File: src/hw/rtl/rmmcs_pkg.sv
// Shared constants, types and helper functions of the RGB min/max contrast stretch core.
package rmmcs_pkg;

    localparam int SAMPLE_BITS     = 16;
    localparam int IN_BITS         = 16;
    localparam int OUT_BITS        = 8;
    localparam int STEPS_PER_STAGE = 2;
    localparam int DIV_STAGES      = OUT_BITS / STEPS_PER_STAGE;
    localparam int PIPE_STAGES     = DIV_STAGES + 2;
    localparam int CFG_INDEX_BITS  = 3;
    localparam int CFG_DATA_BITS   = 16;

    localparam logic [OUT_BITS-1:0] ALPHA_OPAQUE = '1;
    localparam logic [OUT_BITS-1:0] ALPHA_CLEAR  = '0;

    typedef logic [SAMPLE_BITS-1:0] sample_t;
    typedef logic [OUT_BITS-1:0]    pixel_t;

    typedef enum logic [CFG_INDEX_BITS-1:0] {
        REG_RED_LOW    = 3'd0,
        REG_RED_HIGH   = 3'd1,
        REG_GREEN_LOW  = 3'd2,
        REG_GREEN_HIGH = 3'd3,
        REG_BLUE_LOW   = 3'd4,
        REG_BLUE_HIGH  = 3'd5,
        REG_ALPHA_MODE = 3'd6
    } cfg_reg_t;

    typedef struct packed {
        sample_t low;
        sample_t high;
    } window_t;

    typedef struct packed {
        window_t red;
        window_t green;
        window_t blue;
        logic    alpha_mode;
    } cfg_t;

    // Per-channel divider state as it moves down the pipeline.
    typedef struct packed {
        logic    zero;
        logic    sat;
        sample_t rem;
        sample_t span;
        pixel_t  quot;
    } lane_t;

    // One restoring division step: doubles the remainder and retires one quotient bit.
    function automatic lane_t div_step(lane_t x);
        logic [SAMPLE_BITS:0] shifted;
        logic [SAMPLE_BITS:0] trial;
        lane_t                y;
        shifted = {x.rem, 1'b0};
        trial   = shifted - {1'b0, x.span};
        y       = x;
        if (!trial[SAMPLE_BITS])
        begin
            y.rem  = trial[SAMPLE_BITS-1:0];
            y.quot = {x.quot[OUT_BITS-2:0], 1'b1};
        end
        else
        begin
            y.rem  = shifted[SAMPLE_BITS-1:0];
            y.quot = {x.quot[OUT_BITS-2:0], 1'b0};
        end
        return y;
    endfunction

    // Final channel value: below window, saturated, or the quotient.
    function automatic pixel_t lane_value(lane_t x);
        pixel_t v;
        if (x.zero)
        begin
            v = '0;
        end
        else if (x.sat)
        begin
            v = '1;
        end
        else
        begin
            v = x.quot;
        end
        return v;
    endfunction

endpackage

File: src/hw/rtl/rmmcs_cfg_regs.sv
// Configuration register file holding the three stretch windows and the alpha mode.
module rmmcs_cfg_regs (
    input  logic                                 clk,
    input  logic                                 rst_n,
    input  logic                                 cfg_we,
    input  logic [rmmcs_pkg::CFG_INDEX_BITS-1:0] cfg_index,
    input  logic [rmmcs_pkg::CFG_DATA_BITS-1:0]  cfg_data,
    output rmmcs_pkg::cfg_t                      cfg
);

    rmmcs_pkg::cfg_t cfg_reg;
    rmmcs_pkg::cfg_t cfg_next;

    always_comb
    begin
        cfg_next = cfg_reg;
        if (cfg_we)
        begin
            unique case (rmmcs_pkg::cfg_reg_t'(cfg_index))
                rmmcs_pkg::REG_RED_LOW:    cfg_next.red.low    = cfg_data[rmmcs_pkg::SAMPLE_BITS-1:0];
                rmmcs_pkg::REG_RED_HIGH:   cfg_next.red.high   = cfg_data[rmmcs_pkg::SAMPLE_BITS-1:0];
                rmmcs_pkg::REG_GREEN_LOW:  cfg_next.green.low  = cfg_data[rmmcs_pkg::SAMPLE_BITS-1:0];
                rmmcs_pkg::REG_GREEN_HIGH: cfg_next.green.high = cfg_data[rmmcs_pkg::SAMPLE_BITS-1:0];
                rmmcs_pkg::REG_BLUE_LOW:   cfg_next.blue.low   = cfg_data[rmmcs_pkg::SAMPLE_BITS-1:0];
                rmmcs_pkg::REG_BLUE_HIGH:  cfg_next.blue.high  = cfg_data[rmmcs_pkg::SAMPLE_BITS-1:0];
                rmmcs_pkg::REG_ALPHA_MODE: cfg_next.alpha_mode = cfg_data[0];
                default:                   cfg_next = cfg_reg;
            endcase
        end
    end

    always_ff @(posedge clk or negedge rst_n)
    begin
        if (!rst_n)
        begin
            cfg_reg.red.low      <= '0;
            cfg_reg.red.high     <= '1;
            cfg_reg.green.low    <= '0;
            cfg_reg.green.high   <= '1;
            cfg_reg.blue.low     <= '0;
            cfg_reg.blue.high    <= '1;
            cfg_reg.alpha_mode   <= 1'b0;
        end
        else
        begin
            cfg_reg <= cfg_next;
        end
    end

    assign cfg = cfg_reg;

endmodule

File: src/hw/rtl/rmmcs_lane.sv
// One channel of the stretch: window compare stage followed by a pipelined restoring divider.
module rmmcs_lane (
    input  logic                               clk,
    input  logic [rmmcs_pkg::DIV_STAGES:0]     en,
    input  rmmcs_pkg::sample_t                 sample,
    input  rmmcs_pkg::window_t                 window,
    output rmmcs_pkg::lane_t                   result
);

    localparam int SB = rmmcs_pkg::SAMPLE_BITS;

    rmmcs_pkg::lane_t stage_reg [rmmcs_pkg::DIV_STAGES+1];
    rmmcs_pkg::lane_t front_next;

    logic [SB:0] diff;
    logic [SB:0] span;
    logic        below;
    logic        empty;
    logic        over;

    // The quotient reaches 256 exactly when the offset is at least the span.
    always_comb
    begin
        diff  = {1'b0, sample} - {1'b0, window.low};
        span  = {1'b0, window.high} - {1'b0, window.low};
        below = diff[SB];
        empty = span[SB] || (span[SB-1:0] == '0);
        over  = (diff[SB-1:0] >= span[SB-1:0]);
        front_next.zero = below;
        front_next.sat  = !below && (empty || over);
        front_next.rem  = diff[SB-1:0];
        front_next.span = span[SB-1:0];
        front_next.quot = '0;
    end

    always_ff @(posedge clk)
    begin
        if (en[0])
        begin
            stage_reg[0] <= front_next;
        end
    end

    for (genvar k = 1; k <= rmmcs_pkg::DIV_STAGES; k++)
    begin : g_div
        rmmcs_pkg::lane_t step_val [rmmcs_pkg::STEPS_PER_STAGE+1];

        assign step_val[0] = stage_reg[k-1];

        for (genvar j = 0; j < rmmcs_pkg::STEPS_PER_STAGE; j++)
        begin : g_step
            assign step_val[j+1] = rmmcs_pkg::div_step(step_val[j]);
        end

        always_ff @(posedge clk)
        begin
            if (en[k])
            begin
                stage_reg[k] <= step_val[rmmcs_pkg::STEPS_PER_STAGE];
            end
        end
    end

    assign result = stage_reg[rmmcs_pkg::DIV_STAGES];

endmodule

File: src/hw/rtl/rgb_min_max_contrast_stretch_core.sv
// Top level of the RGB min/max contrast stretch core.
//
// The core maps each 16-bit red, green and blue sample into 8 bits through its own
// window [low, high]: a sample below low gives 0, otherwise the value is
// floor((sample - low) * 256 / (high - low)) saturated to 255, and an empty or
// inverted window sends every sample at or above low to 255. It accepts one pixel
// transaction every clock while the output side does not stall and delivers one
// result transaction per pixel, in order. Its six stages are the window compare
// stage, four divider stages that each retire two quotient bits with a restoring
// subtract, and the output stage that forms the final channel values and alpha.
// Every stage holds its own valid bit, so back pressure from the output stops only
// the stages that are full and bubbles are squeezed out. The registers are written
// through a simple write port and should only be changed while no pixel is in
// flight; frame_last repeats frame_end of the same pixel.
module rgb_min_max_contrast_stretch_core (
    input  logic                                 clk,
    input  logic                                 rst_n,
    input  logic                                 cfg_we,
    input  logic [rmmcs_pkg::CFG_INDEX_BITS-1:0] cfg_index,
    input  logic [rmmcs_pkg::CFG_DATA_BITS-1:0]  cfg_data,
    input  logic                                 in_valid,
    output logic                                 in_ready,
    input  logic [rmmcs_pkg::IN_BITS-1:0]        red_sample,
    input  logic [rmmcs_pkg::IN_BITS-1:0]        green_sample,
    input  logic [rmmcs_pkg::IN_BITS-1:0]        blue_sample,
    input  logic                                 frame_end,
    output logic                                 out_valid,
    input  logic                                 out_ready,
    output logic [rmmcs_pkg::OUT_BITS-1:0]       red_out,
    output logic [rmmcs_pkg::OUT_BITS-1:0]       green_out,
    output logic [rmmcs_pkg::OUT_BITS-1:0]       blue_out,
    output logic [rmmcs_pkg::OUT_BITS-1:0]       alpha_out,
    output logic                                 frame_last
);

    localparam int LAST = rmmcs_pkg::PIPE_STAGES - 1;

    rmmcs_pkg::cfg_t  cfg;
    rmmcs_pkg::lane_t red_lane;
    rmmcs_pkg::lane_t green_lane;
    rmmcs_pkg::lane_t blue_lane;

    logic [LAST:0] valid_reg;
    logic [LAST:0] valid_next;
    logic [LAST:0] frame_reg;
    logic [LAST:0] frame_next;
    logic [LAST:0] stage_ready;

    rmmcs_pkg::pixel_t red_out_reg;
    rmmcs_pkg::pixel_t green_out_reg;
    rmmcs_pkg::pixel_t blue_out_reg;
    rmmcs_pkg::pixel_t alpha_out_reg;
    rmmcs_pkg::pixel_t red_out_next;
    rmmcs_pkg::pixel_t green_out_next;
    rmmcs_pkg::pixel_t blue_out_next;
    rmmcs_pkg::pixel_t alpha_out_next;

    rmmcs_cfg_regs u_cfg_regs (
        .clk       (clk),
        .rst_n     (rst_n),
        .cfg_we    (cfg_we),
        .cfg_index (cfg_index),
        .cfg_data  (cfg_data),
        .cfg       (cfg)
    );

    // A stage may load when it is empty or when its content moves on this cycle.
    always_comb
    begin
        stage_ready[LAST] = !valid_reg[LAST] || out_ready;
        for (int k = LAST - 1; k >= 0; k--)
        begin
            stage_ready[k] = !valid_reg[k] || stage_ready[k+1];
        end
    end

    // Valid bits and the frame marker shift along with the lane data.
    always_comb
    begin
        valid_next[0] = in_valid;
        frame_next[0] = frame_end;
        for (int k = 1; k <= LAST; k++)
        begin
            valid_next[k] = valid_reg[k-1];
            frame_next[k] = frame_reg[k-1];
        end
    end

    always_ff @(posedge clk or negedge rst_n)
    begin
        if (!rst_n)
        begin
            valid_reg <= '0;
        end
        else
        begin
            for (int k = 0; k <= LAST; k++)
            begin
                if (stage_ready[k])
                begin
                    valid_reg[k] <= valid_next[k];
                end
            end
        end
    end

    always_ff @(posedge clk)
    begin
        for (int k = 0; k <= LAST; k++)
        begin
            if (stage_ready[k])
            begin
                frame_reg[k] <= frame_next[k];
            end
        end
    end

    rmmcs_lane u_red_lane (
        .clk    (clk),
        .en     (stage_ready[LAST-1:0]),
        .sample (red_sample[rmmcs_pkg::SAMPLE_BITS-1:0]),
        .window (cfg.red),
        .result (red_lane)
    );

    rmmcs_lane u_green_lane (
        .clk    (clk),
        .en     (stage_ready[LAST-1:0]),
        .sample (green_sample[rmmcs_pkg::SAMPLE_BITS-1:0]),
        .window (cfg.green),
        .result (green_lane)
    );

    rmmcs_lane u_blue_lane (
        .clk    (clk),
        .en     (stage_ready[LAST-1:0]),
        .sample (blue_sample[rmmcs_pkg::SAMPLE_BITS-1:0]),
        .window (cfg.blue),
        .result (blue_lane)
    );

    // Output stage: resolve each lane to its channel value and derive alpha.
    // In thumbnail mode a pixel that is black in all three channels turns transparent.
    always_comb
    begin
        red_out_next   = rmmcs_pkg::lane_value(red_lane);
        green_out_next = rmmcs_pkg::lane_value(green_lane);
        blue_out_next  = rmmcs_pkg::lane_value(blue_lane);
        if (cfg.alpha_mode && ((red_out_next | green_out_next | blue_out_next) == '0))
        begin
            alpha_out_next = rmmcs_pkg::ALPHA_CLEAR;
        end
        else
        begin
            alpha_out_next = rmmcs_pkg::ALPHA_OPAQUE;
        end
    end

    always_ff @(posedge clk)
    begin
        if (stage_ready[LAST])
        begin
            red_out_reg   <= red_out_next;
            green_out_reg <= green_out_next;
            blue_out_reg  <= blue_out_next;
            alpha_out_reg <= alpha_out_next;
        end
    end

    assign in_ready   = stage_ready[0];
    assign out_valid  = valid_reg[LAST];
    assign red_out    = red_out_reg;
    assign green_out  = green_out_reg;
    assign blue_out   = blue_out_reg;
    assign alpha_out  = alpha_out_reg;
    assign frame_last = frame_reg[LAST];

    // A stalled last divider stage must keep its transaction.
    a_stall_holds: assert property (@(posedge clk) disable iff (!rst_n)
        (valid_reg[LAST-1] && !stage_ready[LAST-1]) |=> valid_reg[LAST-1])
        else $error("stalled divider stage lost its transaction");

    // Alpha takes only its two legal codes.
    a_alpha_codes: assert property (@(posedge clk) disable iff (!rst_n)
        out_valid |-> (alpha_out == rmmcs_pkg::ALPHA_OPAQUE || alpha_out == rmmcs_pkg::ALPHA_CLEAR))
        else $error("alpha holds an illegal code");

    // A transparent pixel is black in every channel.
    a_clear_is_black: assert property (@(posedge clk) disable iff (!rst_n)
        (out_valid && alpha_out == rmmcs_pkg::ALPHA_CLEAR)
            |-> (red_out == '0 && green_out == '0 && blue_out == '0))
        else $error("transparent pixel with nonzero channel");

    // A delivered result with nothing behind it leaves the output empty.
    a_drain: assert property (@(posedge clk) disable iff (!rst_n)
        (out_valid && out_ready && !valid_reg[LAST-1]) |=> !out_valid)
        else $error("output repeated a transaction");

endmodule
File: config.mk
export PLATFORM = sky130hd
export DESIGN_NAME = rgb_min_max_contrast_stretch_core
export DESIGN_NICKNAME = d
export VERILOG_FILES = /design/src/hw/rtl/rmmcs_pkg.sv /design/src/hw/rtl/rmmcs_cfg_regs.sv /design/src/hw/rtl/rmmcs_lane.sv /design/src/hw/rtl/rgb_min_max_contrast_stretch_core.sv
export SDC_FILE = /design/constraint.sdc
export NUM_CORES = 2
export LEC_CHECK = 0
export ABC_AREA = 1
export BUFFER_PORTS_ARGS = -buffer_cell sky130_fd_sc_hd__buf_4
export CAP_MARGIN = 0
export CELL_PAD_IN_SITES_DETAIL_PLACEMENT = 1
export CELL_PAD_IN_SITES_GLOBAL_PLACEMENT = 1
export CORE_ASPECT_RATIO = 1.2
export CORE_MARGIN = 2
export CORE_UTILIZATION = 32
export CTS_CLUSTER_SIZE = 24
export DETAILED_ROUTE_END_ITERATION = 10
export GPL_ROUTABILITY_DRIVEN = 1
export PLACE_DENSITY_LB_ADDON = 0.1
export SETUP_SLACK_MARGIN = 0.1
export SYNTH_ARGS = -nofsm -noshare
export SYNTH_HDL_FRONTEND = slang
export SYNTH_SLANG_ARGS = --single-unit
export TNS_END_PERCENT = 20
File: constraint.sdc
create_clock -name clk -period 11 [get_ports clk]
set_input_delay 0.55 -clock clk [delete_from_list [all_inputs] [get_ports clk]]
set_output_delay 0.55 -clock clk [all_outputs]
set_load 0.005 [all_outputs]
==> flow_summary_export.csv <==
group,metric,value,unit
placement,hpwlAfterDp,110800,um
sta,grt_setup_unrepaired,"false",
clocking,tritoncts_num_sinks,608,
yosys,synth.ff_latch_count,608,
outcome,run_status,"completed",
cells_and_area,area_growth,11.05,%
worst_setup_path,critical_path_at,5.23,ns
worst_setup_path,logic_depth_of_the_worst_register_to_register_path,25,
route,postRouteAntennaNets,0,
clocking,setup_bufs_post_cts,0,
sta,finalHoldViolCount,0,
cells_and_area,final_layout_size_suffix_gt1_share,6.588,%
sta,period_needed,4.829,ns
floorplan,top_level_ports,108,
yosys,synth_edf_count,505,
sta,slew-limit-headroom,26.36,%
worst_setup_path,cpMaxStageDelayCell,"sky130_fd_sc_hd__nand2_1",
global_routing,global_route_wire_length_before_repair,209400,um
route,routed_via_density,4.717,
yosys,synth.net_count,6258,
global_routing,grt_overflow,0,
hold_path,worst_hold_path.num_cells,1,
route,drt-wirelength-per-cell,16.85,um
floorplan,placementRows,153,
worst_setup_path,path_max_fanout,30,
global_routing,grt_max_degree,73,
sta,period_share,43.90,%
placement,numPortBuffers,107,
global_routing,antenna_violations_before_repair,0,
clocking,clock_tree.buffer_depth,3,
sta,setup_violations,0,
worst_setup_path,crit_top_cell,"sky130_fd_sc_hd__nand2_1",
clocking,clk_latency,0.68,ns
sta,maxSlewViolCount,0,
worst_setup_path,critPathCaptureType,"register",
cells_and_area,nets,6365,
worst_setup_path,r2r_setup_slack,6.17,ns
yosys,syn-cell-area,46420,um2
floorplan,floorplan.die.height,421.2,um
route,count_of_routing_violations_after_the_opening_detailed_route_iteration,1433,
worst_setup_path,worst-endpoint-required,11.41,ns
route,vias,36640,
worst_setup_path,criticalPathCategory,"register to register",
yosys,synthDistinctLibCells,55,
floorplan,floorplan.initialDensity,32.12,%
global_routing,global_router_s_overall_resource_usage,17.73,%
sta,clock-skew-final,0.02737,ns
worst_setup_path,timing.critical_path.slowest_cell_delay,0.61,ns
yosys,fraction_of_synthesis_flops_using_an_asynchronous_set_or_reset_pin,16.94,%
yosys,avgSynthCellArea,8.191,um2
route,route.final.wire_length,130900,um
clocking,worst_setup_hold_path_clk_slew,0.06,ns
clocking,cts_made_buffers,73,
floorplan,die_width,351.7,um
clocking,cts_tree,"done",
floorplan,floorplan.core_area,144500,um2
yosys,synthesis.instances,5667,
placement,gpl.final_weighted_congestion,0.8451,
floorplan,area_of_the_die,148100,um2
global_routing,first_global_vias,39070,
yosys,ys.flop_type,"sky130_fd_sc_hd__edfxtp_1",
sta,worst-slew-pin-transition,1.102,ns
hold_path,worst_hold_path_type,"input port to register",
sta,fmax,207.1,MHz
yosys,synth_sequential_area_ratio,38.35,%
flow_run,drv.max_cap_violation_count,0,
route,drc,0,
sta,setup_total_negative_slack,0,ns
clocking,cts-root-buf,"sky130_fd_sc_hd__clkbuf_16",
route,drtPass1Iterations,5,
cells_and_area,antenna-diode-count,0,
yosys,synth_warnings,0,
worst_setup_path,start_kind,"register",
clocking,h-tree-depth,3,
==> synth_stat cells, types with 55 or more instances <==
library cell	count	area [um2]
sky130_fd_sc_hd__ha_1	500	6256
sky130_fd_sc_hd__dfrtp_1	55	1376
sky130_fd_sc_hd__o21ai_0	360	1802
sky130_fd_sc_hd__nand3_1	313	1567
sky130_fd_sc_hd__xor2_1	210	1839
sky130_fd_sc_hd__a21o_1	60	450.4
sky130_fd_sc_hd__nand2_1	1509	5664
sky130_fd_sc_hd__nor2_1	289	1085
sky130_fd_sc_hd__xnor2_1	136	1191
sky130_fd_sc_hd__inv_1	741	2781
sky130_fd_sc_hd__o21bai_1	56	420.4
sky130_fd_sc_hd__a21oi_1	421	2107
sky130_fd_sc_hd__edfxtp_1	505	15160
==> metal layers <==
layer	up-vias	routed length, um	GRT usage (%)
li1	19250	-	-
met1	16970	60980	22.51
met2	281	63170	31.17
met3	140	3140	1.946
met4	0	3563	5.591
met5	-	0	0
==> cells by family after synthesis <==
group,after synthesis,share of synthesized area [%]
buffers and inverters,838,7.375
adders and majority gates,518,14.25
DFF,608,38.35
xor gates and xnor gates,346,6.529
and+or+nand+nor,2297,20.64
AOI/OAI and AO/OA,1060,12.85
==> worst paths after layout <==
check                                       startpoint                      endpoint
hold reg to reg            u_blue_lane.stage_reg[2][1]   u_blue_lane.stage_reg[3][3]
max in group asynchronous                        rst_n            u_cfg_regs.cfg[17]
setup reg to reg           u_red_lane.stage_reg[0][92]  u_red_lane.stage_reg[0][162]
setup / recovery           u_red_lane.stage_reg[0][92]  u_red_lane.stage_reg[0][162]
hold / removal                               frame_end                  frame_reg[0]
min in group asynchronous                        rst_n            u_cfg_regs.cfg[92]
==> critical path: cells and delay by family, from the launching register on <==
kind	cells	cell delay, ns
buffers and inverters	4	0.45
adder cells (fa/ha/maj)	2	0.85
AO/OA/AOI/OAI	4	0.88
flip-flops	1	0.48
AND/OR/NAND/NOR	15	1.88
==> through the flow <==
stage | instance area (um2) | util, % | std cells | hold WS, ns | setup slack [ns]
detailed placement | 49120 | 33.99 | 7635 | 0.4052 | 6.091
global route | 51540 | 35.66 | 7766 | 0.04698 | 5.593
floorplan | 46420 | - | 5667 | 0.2544 | 1.114
global placement | 49120 | 33.99 | 7635 | 0.4009 | 6.216
finish | 51540 | 35.66 | 7766 | 0.06845 | 6.171
CTS | 51540 | 35.66 | 7766 | 0.006074 | 6.087
==> area by class of cell <==
type	instances	area, um2
clock inverters	38	439.2
fillers	17240	92990
well taps	1937	2424
clock buffers	92	1971
multi-input cells	4221	25200
flip-flops and latches	608	17800
inverters	755	2844
repair buffers	115	865.8
==> timing repair <==
item | 4_1_cts | 5_1_grt
gates resized for setup | 0 | 0
endpoints found under the hold margin | 23 | 0
hold buffers | 1 | 0
==> cell usage in the layout, fill, tap and decap left out, drive strengths merged, types with 4 or more instances in the layout <==
cell type | synthesis | layout
o211ai | 9 | 9
inv | 752 | 756
and2 | 5 | 5
a31oi | 41 | 41
ha | 500 | 500
dfstp | 48 | 48
clkinv | 3 | 28
or2 | 5 | 5
fa | 18 | 18
a21boi | 17 | 17
xor2 | 210 | 210
buf | 55 | 114
a22oi | 6 | 6
nand3b | 27 | 27
clkbuf | 28 | 92
nor4 | 6 | 6
and3 | 5 | 5
nor2 | 290 | 290
nand4 | 33 | 33
dfrtp | 55 | 55
nor3 | 48 | 48
xnor2 | 136 | 136
nand2 | 1555 | 1555
a211oi | 7 | 7
a21oi | 425 | 425
o21ai | 408 | 408
clkinvlp | 0 | 4
bufinv | 0 | 5
nand3 | 322 | 322
a21o | 60 | 60
edfxtp | 505 | 505
o21a | 12 | 12
o21bai | 58 | 58
o221ai | 8 | 8
Power is left out: the tool's default activity adds up to more than one toggle a clock period on the data nets, which glitch-free logic cannot reach.
